### src/rtl/lshm_pkg.sv
`default_nettype none

package lshm_pkg;

    // Default sizes of the table and the stored fields
    localparam int KEY_BITS_DEF   = 16;
    localparam int CODE_BITS_DEF  = 64;
    localparam int COORD_BITS_DEF = 12;

    // Fixed field widths on the ports
    localparam int OP_W       = 2;
    localparam int CODE_W     = 64;
    localparam int COORD_W    = 12;
    localparam int DIST_W     = 7;
    localparam int STATUS_W   = 3;
    localparam int IN_DATA_W  = 96;
    localparam int OUT_DATA_W = 32;

    // Configuration port
    localparam int CFG_IDX_W = 2;
    localparam int CFG_W     = 48;
    localparam int HBC_W     = 5;
    localparam int SEL_W     = 6;
    localparam int SEL_COUNT = 16;

    localparam logic [CFG_IDX_W-1:0] CFG_HASH_BIT_COUNT = 2'd0;
    localparam logic [CFG_IDX_W-1:0] CFG_BIT_SELECT_LO  = 2'd1;
    localparam logic [CFG_IDX_W-1:0] CFG_BIT_SELECT_HI  = 2'd2;

    localparam logic [HBC_W-1:0] HBC_RESET = 5'd16;
    localparam logic [HBC_W-1:0] HBC_MAX   = 5'd16;

    // Operations
    localparam logic [OP_W-1:0] OP_CLEAR  = 2'd0;
    localparam logic [OP_W-1:0] OP_INSERT = 2'd1;

    // Popcount chunk handled per cycle
    localparam int POP_CHUNK = 8;

    typedef enum logic [STATUS_W-1:0] {
        ST_CLEARED    = 3'd0,
        ST_INSERTED   = 3'd1,
        ST_COLLISION  = 3'd2,
        ST_EMPTY      = 3'd3,
        ST_NEW        = 3'd4,
        ST_BETTER     = 3'd5,
        ST_NOT_BETTER = 3'd6
    } t_status;

    typedef enum logic [2:0] {
        S_INIT,
        S_IDLE,
        S_KEY,
        S_CLEAR,
        S_READ,
        S_EVAL,
        S_POP,
        S_OUT
    } t_state;

    typedef struct packed {
        logic take_in;
        logic key_ld;
        logic sweep;
        logic mem_rd;
        logic eval;
        logic pop_step;
        logic out_ld;
    } t_cmd;

    typedef struct packed {
        logic op_clear;
        logic op_insert;
        logic clr_last;
        logic pop_last;
        logic out_free;
    } t_stat;

    function automatic logic [3:0] popcount8(input logic [POP_CHUNK-1:0] v);
        logic [3:0] c;
        c = '0;
        for (int i = 0; i < POP_CHUNK; i++) begin
            c = c + 4'(v[i]);
        end
        return c;
    endfunction

endpackage

`default_nettype wire

### src/rtl/lshm_ctrl.sv
`default_nettype none

module lshm_ctrl (
    input  wire                  i_clk,
    input  wire                  i_rst_n,
    input  wire                  i_in_valid,
    output logic                 o_in_ready,
    input  wire lshm_pkg::t_stat i_stat,
    output lshm_pkg::t_cmd       o_cmd
);

    lshm_pkg::t_state r_state;
    lshm_pkg::t_state n_state;

    always_ff @(posedge i_clk) begin
        if (!i_rst_n) begin
            r_state <= lshm_pkg::S_INIT;
        end else begin
            r_state <= n_state;
        end
    end

    always_comb begin
        n_state    = r_state;
        o_cmd      = '0;
        o_in_ready = 1'b0;
        unique case (r_state)
            lshm_pkg::S_INIT: begin
                // invalidate every bucket after reset
                o_cmd.sweep = 1'b1;
                if (i_stat.clr_last) begin
                    n_state = lshm_pkg::S_IDLE;
                end
            end
            lshm_pkg::S_IDLE: begin
                o_in_ready    = 1'b1;
                o_cmd.take_in = i_in_valid;
                if (i_in_valid) begin
                    n_state = lshm_pkg::S_KEY;
                end
            end
            lshm_pkg::S_KEY: begin
                if (i_stat.op_clear) begin
                    n_state = lshm_pkg::S_CLEAR;
                end else begin
                    o_cmd.key_ld = 1'b1;
                    n_state      = lshm_pkg::S_READ;
                end
            end
            lshm_pkg::S_CLEAR: begin
                o_cmd.sweep = 1'b1;
                if (i_stat.clr_last) begin
                    n_state = lshm_pkg::S_OUT;
                end
            end
            lshm_pkg::S_READ: begin
                o_cmd.mem_rd = 1'b1;
                n_state      = lshm_pkg::S_EVAL;
            end
            lshm_pkg::S_EVAL: begin
                o_cmd.eval = 1'b1;
                n_state    = i_stat.op_insert ? lshm_pkg::S_OUT : lshm_pkg::S_POP;
            end
            lshm_pkg::S_POP: begin
                o_cmd.pop_step = 1'b1;
                if (i_stat.pop_last) begin
                    n_state = lshm_pkg::S_OUT;
                end
            end
            lshm_pkg::S_OUT: begin
                // hold until the output register can take the result
                if (i_stat.out_free) begin
                    o_cmd.out_ld = 1'b1;
                    n_state      = lshm_pkg::S_IDLE;
                end
            end
            default: begin
                n_state = lshm_pkg::S_IDLE;
            end
        endcase
    end

endmodule

`default_nettype wire

### config.mk
export PLATFORM = sky130hd
export DESIGN_NAME = lshm_ctrl
export DESIGN_NICKNAME = d
export VERILOG_FILES = /design/src/rtl/lshm_pkg.sv /design/src/rtl/lshm_ctrl.sv
export SDC_FILE = /design/constraint.sdc
export NUM_CORES = 1
export LEC_CHECK = 0
export ABC_AREA = 0
export BUFFER_PORTS_ARGS = -buffer_cell sky130_fd_sc_hd__buf_2
export CORE_AREA = 4 4 41 43
export CTS_CLUSTER_DIAMETER = 40
export DETAILED_ROUTE_END_ITERATION = 10
export DIE_AREA = 0 0 45 47
export MAX_ROUTING_LAYER = met4
export PLACE_DENSITY = 0.53
export SYNTH_ARGS = -nofsm -noshare
export SYNTH_HDL_FRONTEND = slang
export SYNTH_SLANG_ARGS = --single-unit
export TNS_END_PERCENT = 5
### constraint.sdc
create_clock -name i_clk -period 1.6 [get_ports i_clk]
set_input_delay 0.32 -clock i_clk [delete_from_list [all_inputs] [get_ports i_clk]]
set_output_delay 0.32 -clock i_clk [all_outputs]
set_load 0.01 [all_outputs]
==> reports/metrics.cfg, run 1 <==
[critical_path]
max_stage_delay_ns = 0.43
slowest_stage = dfxtp_2
cp.required_ns = 1.28
start_kind = register
path_cells = buf_4 -> inv_1 -> and3_1 -> buf_2
cp.arrival_ns = 1.17
cp_max_fo = 12
crit_type = reg -> out
worstSetupEndpointType = primary output

[logic_synthesis]
yosys.area.top_type = dfxtp_1
synth_nets = 50
synth_edf_count = 0
synth.distinct_cells = 27
synth.top_cells.by_area = dfxtp_1 (20%), a21oi_1 (8.3%), o21ai_0 (6.7%)
ys_ff_latch = 3
synthArstFlopShare_pct = 0
synth_warnings = 0
ys_seq_area_share_pct = 20.00
avgSynthCellArea_um2 = 7.150
syn-instance-count = 42
yosysTopAreaCellShare_pct = 20.00
synth_area_um2 = 300.3
synth-main-ff-cell = dfxtp_1

[floorplanning]
core_area_mm2 = 0.001301
die_x_um = 45
initial_core_util_pct = 23.08
io_pins = 16
die_height_um = 47
design.die.area_mm2 = 0.002115
num_rows = 13

[global_routing]
grt_antenna_before_repair = 0
grt_max_degree = 13
grt.overflow.total = 0
grt_pass1_vias = 334
grt_pass1_wl_um = 1317
gr-usage-all-layers_pct = 9.121

[cells_and_area]
layout-drive-gt1-share_pct = 39.34
layout-area-overhead-vs-synth_pct = 42.92
fillCellCount = 167
antennaDiodeCount = 0
final_cell_mix = buf_2 (15), a21oi_1 (5), nor2_1 (4), o21ai_0 (4)
utilization_pct = 32.98
largest_reg_flops = 3
top_regs = r_state: 3 flops
nNetsFinal = 70
fin_cells = 76
largest-register = r_state
final_common_cell = buf_2

[cts]
cts_max_level = 1
cts_buffers = 3
cts_hold_buf = 0
cts.clk_slew.worst_paths_ns = 0.04
cts_tree = done
cts_max_path_buffers = 2
cts_setup_buffers = 0
cts_root_buf = clkbuf_4
cts.sink_count = 3
clk_latency_ns = 0.23
cts_resized = 2

[power_and_ir_drop]
power.density_mw_per_mm2 = 1444
leakagePower_nw = 0.2062
peakVddDrop_uv = 541.6

[drt]
drtPass1Iterations = 2
num_vias = 372
vias_per_cell = 4.895
drt_iter0_drc = 3
wire_per_inst_um = 10.99
wirelength_um = 835
drc = 0
drtAntennaViolNets = 0

[place]
gp_congestion = 0.7707
dp.cells = 72
dp_hpwl_um = 642.8
port_buffers = 15

[timing]
setup_viol = 0
fin_skew_ns = 0.002088
whs_ns = 0.3745
fin_tns_setup_ns = 0
period_share_pct = 93.17
slew_viol_final = 0
finalHoldViolations = 0
finalCriticalPeriod_ns = 1.491
worst_slew_pin_slew_ns = 0.1961
maxSlewHeadroom_pct = 86.55
fmax_ghz = 0.6708
rsz0062_at_grt = false

[status]
status = finished clean

[flow_run]
cap_violations = 0

[worst_hold_path]
worst_hold_path_type = in -> reg

==> synthesized netlist by cell type (2+ instances only) <==
cell	number
and3_1	3
a21oi_1	5
o21ai_0	4
inv_1	2
dfxtp_1	3
nor2_1	4
==> path summary, 6_finish.rpt <==
path	startpoint	end	slack (ns)	cells past startpoint
hold reg to reg	r_state[0]$_SDFFE_PN0P_	r_state[2]$_SDFFE_PN0P_	0.54	1
hold / removal	i_rst_n	r_state[2]$_SDFFE_PN0P_	0.37	3
setup reg to reg	r_state[0]$_SDFFE_PN0P_	r_state[0]$_SDFFE_PN0P_	0.19	3
setup / recovery	r_state[0]$_SDFFE_PN0P_	o_cmd[3]	0.11	4
==> critical path, delay by kind of cell (launching register included) <==
kind,cells,cell delay (ns)
AND/OR/NAND/NOR,1,0.15
flip-flops,1,0.43
buffers and inverters,3,0.35
==> area by class of cell <==
| class | count | area, µm² | area share [%] |
|---|---|---|---|
| well taps | 15 | 18.77 | 4.373 |
| flip-flops and latches | 3 | 62.56 | 14.58 |
| multi-input cells | 34 | 216.5 | 50.44 |
| repair buffers | 18 | 97.59 | 22.74 |
| inverters | 2 | 7.507 | 1.749 |
| clock buffers | 4 | 26.28 | 6.122 |
==> routing by layer <==
layer	track usage, %	wire length [µm]	vias to the layer above
met4	7.018	17	0
met5	-	0	-
met3	2.682	73	2
met1	9.955	381	162
li1	-	-	195
met2	13.84	362	13
==> logic make-up (layout without fill, tap and decap cells) <==
logic type,count (synthesis),in the layout,synth area share [%]
simple gates,18,18,36.67
xor+xnor,1,1,2.917
buf+inv,5,24,7.916
compound gates,14,14,29.17
mux,1,1,3.333
flops,3,3,20.00
==> through the flow <==
stage | setup slack, ns | power (mW) | area (µm²)
floorplan | 0.2563 | 0.3757 | 300.3
global placement | 0.1365 | 0.4837 | 400.4
detailed placement | 0.1145 | 0.4814 | 400.4
CTS | 0.09540 | 0.6300 | 429.2
global route | 0.001074 | 0.6840 | 429.2
finish | 0.1093 | 0.6198 | 429.2
==> where the power goes <==
group          leakage (nW)  internal, mW  switching (mW)
Sequential           0.0253         0.104          0.0565
Clock                0.0150        0.0935          0.0403
Combinational         0.166         0.160           0.166
Power figures use the tool's default switching activity.
==> run 2: changes to the inputs <==
--- a/config.mk
+++ b/config.mk
@@ -13,6 +13,7 @@
 export DIE_AREA = 0 0 45 47
 export MAX_ROUTING_LAYER = met4
 export PLACE_DENSITY = 0.53
+export RECOVER_POWER = 100
 export SYNTH_ARGS = -nofsm -noshare
 export SYNTH_HDL_FRONTEND = slang
 export SYNTH_SLANG_ARGS = --single-unit
==> run 2 against run 1 <==
  * Non-clock buffer count stayed put
  * Worst setup slack better by 0.0060 ns
  * Sequential share of layout area is 0.17 points higher
  * Fmax is 0.41% higher
  * Die area stayed put
  * Count of clock-buffer cells in the layout stayed put
  * Utilization is 0.38 points lower
  * Global-route usage stayed put
  * Via count is 0.27% lower
  * Largest cell class unchanged
==> reports/metrics.cfg, run 2 (synthesized netlist as in run 1, its figures left out) <==
[global_routing]
grt_use_met2_pct = 13.84  ; unchanged
grt_antenna_before_repair = 0  ; unchanged
grt_pass1_vias = 334  ; unchanged
grt.overflow.total = 0  ; unchanged
grt_max_degree = 13  ; unchanged
met1_usage_pct = 9.955  ; unchanged
grt_pass1_wl_um = 1317  ; unchanged
met3_usage_pct = 2.682  ; unchanged
busiest_layer = met2  ; unchanged
gr-usage-all-layers_pct = 9.121  ; unchanged

[place]
port_buffers = 15  ; unchanged
gp_congestion = 0.7707  ; unchanged
dp_hpwl_um = 642.8  ; unchanged
dpl_cell_area_um2 = 400.4  ; unchanged
dpl_worst_slack_ns = 0.1145  ; unchanged

[timing]
fmax_ghz = 0.6735  ; was 0.6708 GHz
fin_tns_setup_ns = 0  ; unchanged
slew_viol_final = 0  ; unchanged
period_share_pct = 92.79  ; was 93.17%
maxSlewHeadroom_pct = 86.55  ; about the same
finalHoldViolations = 0  ; unchanged
setup_slack_ns = 0.1153  ; was 0.1093 ns
fin_skew_ns = 0.002088  ; unchanged
whs_ns = 0.3747  ; was 0.3745 ns
worst_slew_pin_slew_ns = 0.1962  ; was 0.1961 ns
finalCriticalPeriod_ns = 1.485  ; was 1.491 ns
rsz0062_at_grt = false  ; unchanged
setup_viol = 0  ; unchanged

[drt]
vias_per_cell = 4.882  ; was 4.895
drt_iter0_drc = 4  ; was 3
wire_per_inst_um = 11.07  ; was 10.99 µm
wirelength_um = 841  ; was 835 µm
num_vias = 371  ; was 372
drtAntennaViolNets = 0  ; unchanged
drtPass1Iterations = 2  ; unchanged
drc = 0  ; unchanged

[critical_path]
start_kind = register  ; unchanged
path_cells = buf_4 -> inv_1 -> and3_1 -> clkbuf_1  ; was buf_4 -> inv_1 -> and3_1 -> buf_2
worstSetupEndpointType = primary output  ; unchanged
slowest_stage = dfxtp_2  ; unchanged
reg2regPathDepth = 3  ; unchanged
cp_max_fo = 12  ; unchanged
timing.rr.end = r_state[0]$_SDFFE_PN0P_  ; unchanged
max_stage_delay_ns = 0.43  ; about the same
crit_end = o_cmd[3]  ; unchanged
r2r_start = r_state[0]$_SDFFE_PN0P_  ; unchanged
critPathLaunch = r_state[0]$_SDFFE_PN0P_  ; unchanged
cp.required_ns = 1.28  ; about the same
cp.arrival_ns = 1.16  ; was 1.17 ns
r2r_slack_ns = 0.19  ; about the same
crit_type = reg -> out  ; unchanged

[cells_and_area]
top_regs = r_state: 3 flops  ; unchanged
layout-area-overhead-vs-synth_pct = 41.25  ; was 42.92%
antennaDiodeCount = 0  ; unchanged
design_area_um2 = 424.2  ; was 429.2 µm²
layout-drive-gt1-share_pct = 36.07  ; was 39.34%
final_cell_mix = buf_2 (13), a21oi_1 (5), nor2_1 (4), o21ai_0 (4)  ; was buf_2 (15), a21oi_1 (5), nor2_1 (4), o21ai_0 (4)
largest_reg_flops = 3  ; unchanged
largest-register = r_state  ; unchanged
nNetsFinal = 70  ; unchanged
fillCellCount = 166  ; was 167
final_common_cell = buf_2  ; unchanged

[floorplanning]
num_rows = 13  ; unchanged
initial_core_util_pct = 23.08  ; unchanged
design.die.area_mm2 = 0.002115  ; unchanged
io_pins = 16  ; unchanged
die_x_um = 45  ; unchanged
die_height_um = 47  ; unchanged
core_area_mm2 = 0.001301  ; unchanged

[cts]
clk_latency_ns = 0.23  ; about the same
cts_buffers = 3  ; unchanged
cts_root_buf = clkbuf_4  ; unchanged
cts_tree = done  ; unchanged
cts.sink_count = 3  ; unchanged
cts_max_path_buffers = 2  ; unchanged
cts.clk_slew.worst_paths_ns = 0.04  ; about the same
cts_max_level = 1  ; unchanged

[power_and_ir_drop]
clkPwrFrac_pct = 21.9  ; was 21.6%
pwr-share-comb_pct = 51.7  ; was 52.5%
seqPwrFrac_pct = 26.4  ; was 25.9%
power.switching_uw = 263.6  ; was 262.4 µW
leakagePower_nw = 0.1983  ; was 0.2062 nW
netSwitchingFraction_pct = 43.15  ; was 42.34%
internal_power_uw = 347.2  ; was 357.4 µW
power.density_mw_per_mm2 = 1440  ; was 1444 mW/mm²
peakVddDrop_uv = 540.1  ; was 541.6 µV

[status]
status = finished clean  ; unchanged

[worst_hold_path]
worst_hold_path_type = in -> reg  ; unchanged

[flow_run]
cap_violations = 0  ; unchanged

[run 2: cell count changes in the layout (fill, tap and decap cells not counted), sizes merged]
| cell | before | now |
|---|---|---|
| clkbuf | 4 | 7 |
| buf | 18 | 15 |
[run 2: worst min-delay path by stage]
stage	endpoint	slack [ns]	cells past startpoint	startpoint
6_report	r_state[2]$_SDFFE_PN0P_	0.37	3	i_rst_n
5_1_grt	r_state[1]$_SDFFE_PN0P_	0.38	2	i_rst_n
4_1_cts	r_state[2]$_SDFFE_PN0P_	0.37	3	i_rst_n
3_5_place_dp	r_state[2]$_SDFFE_PN0P_	0.60	1	r_state[0]$_SDFFE_PN0P_
3_3_place_gp	r_state[0]$_SDFFE_PN0P_	0.62	2	i_rst_n
2_1_floorplan	r_state[2]$_SDFFE_PN0P_	0.46	2	i_rst_n
[run 2: power groups by stage]
stage	Sequential, mW	Combinational, mW	Clock, mW
after global routing	0.170	0.357	0.148
after floorplan	0.118	0.258	0
after CTS	0.159	0.328	0.143
after global placement	0.156	0.328	0
final	0.161	0.316	0.134
after detailed placement	0.155	0.326	0
[run 2: worst max-delay path: cells and delay by family (launching register included)]
| kind | cells | cell delay (ns) |
|---|---|---|
| AND/OR/NAND/NOR | 1 | 0.16 |
| flip-flops | 1 | 0.43 |
| buffers and inverters | 3 | 0.34 |
[run 2: per-stage QoR]
stage / utilization [%] / std cells / power, mW
3_5_place_dp: 30.77 / 72 / 0.4814
3_3_place_gp: 30.77 / 72 / 0.4837
5_1_grt: 32.60 / 76 / 0.6749
4_1_cts: 32.98 / 76 / 0.6300
2_1_floorplan: - / 42 / 0.3757
6_report: 32.60 / 76 / 0.6108
[run 2: what timing repair did]
item / in CTS / in global routing
endpoints found under the setup margin: 3 / 0
setup buffers: 0 / 0
hold buffers: 0 / 0
resized for setup: 2 / 0
[run 2: layout make-up]
type,instances,area (µm²),area share (%)
Timing Repair Buffer,18,92.59,21.83
Clock buffer,4,26.28,6.195
Sequential cell,3,62.56,14.75
Multi-Input combinational cell,34,216.5,51.03
Inverter,2,7.507,1.770
Tap cell,15,18.77,4.425
[run 2: routing by layer]
layer  vias to the layer above  routed length, µm
met2                        13                360
li1                        196                  -
met3                         2                 64
met5                         -                  0
met4                         0                 17
met1                       160                398
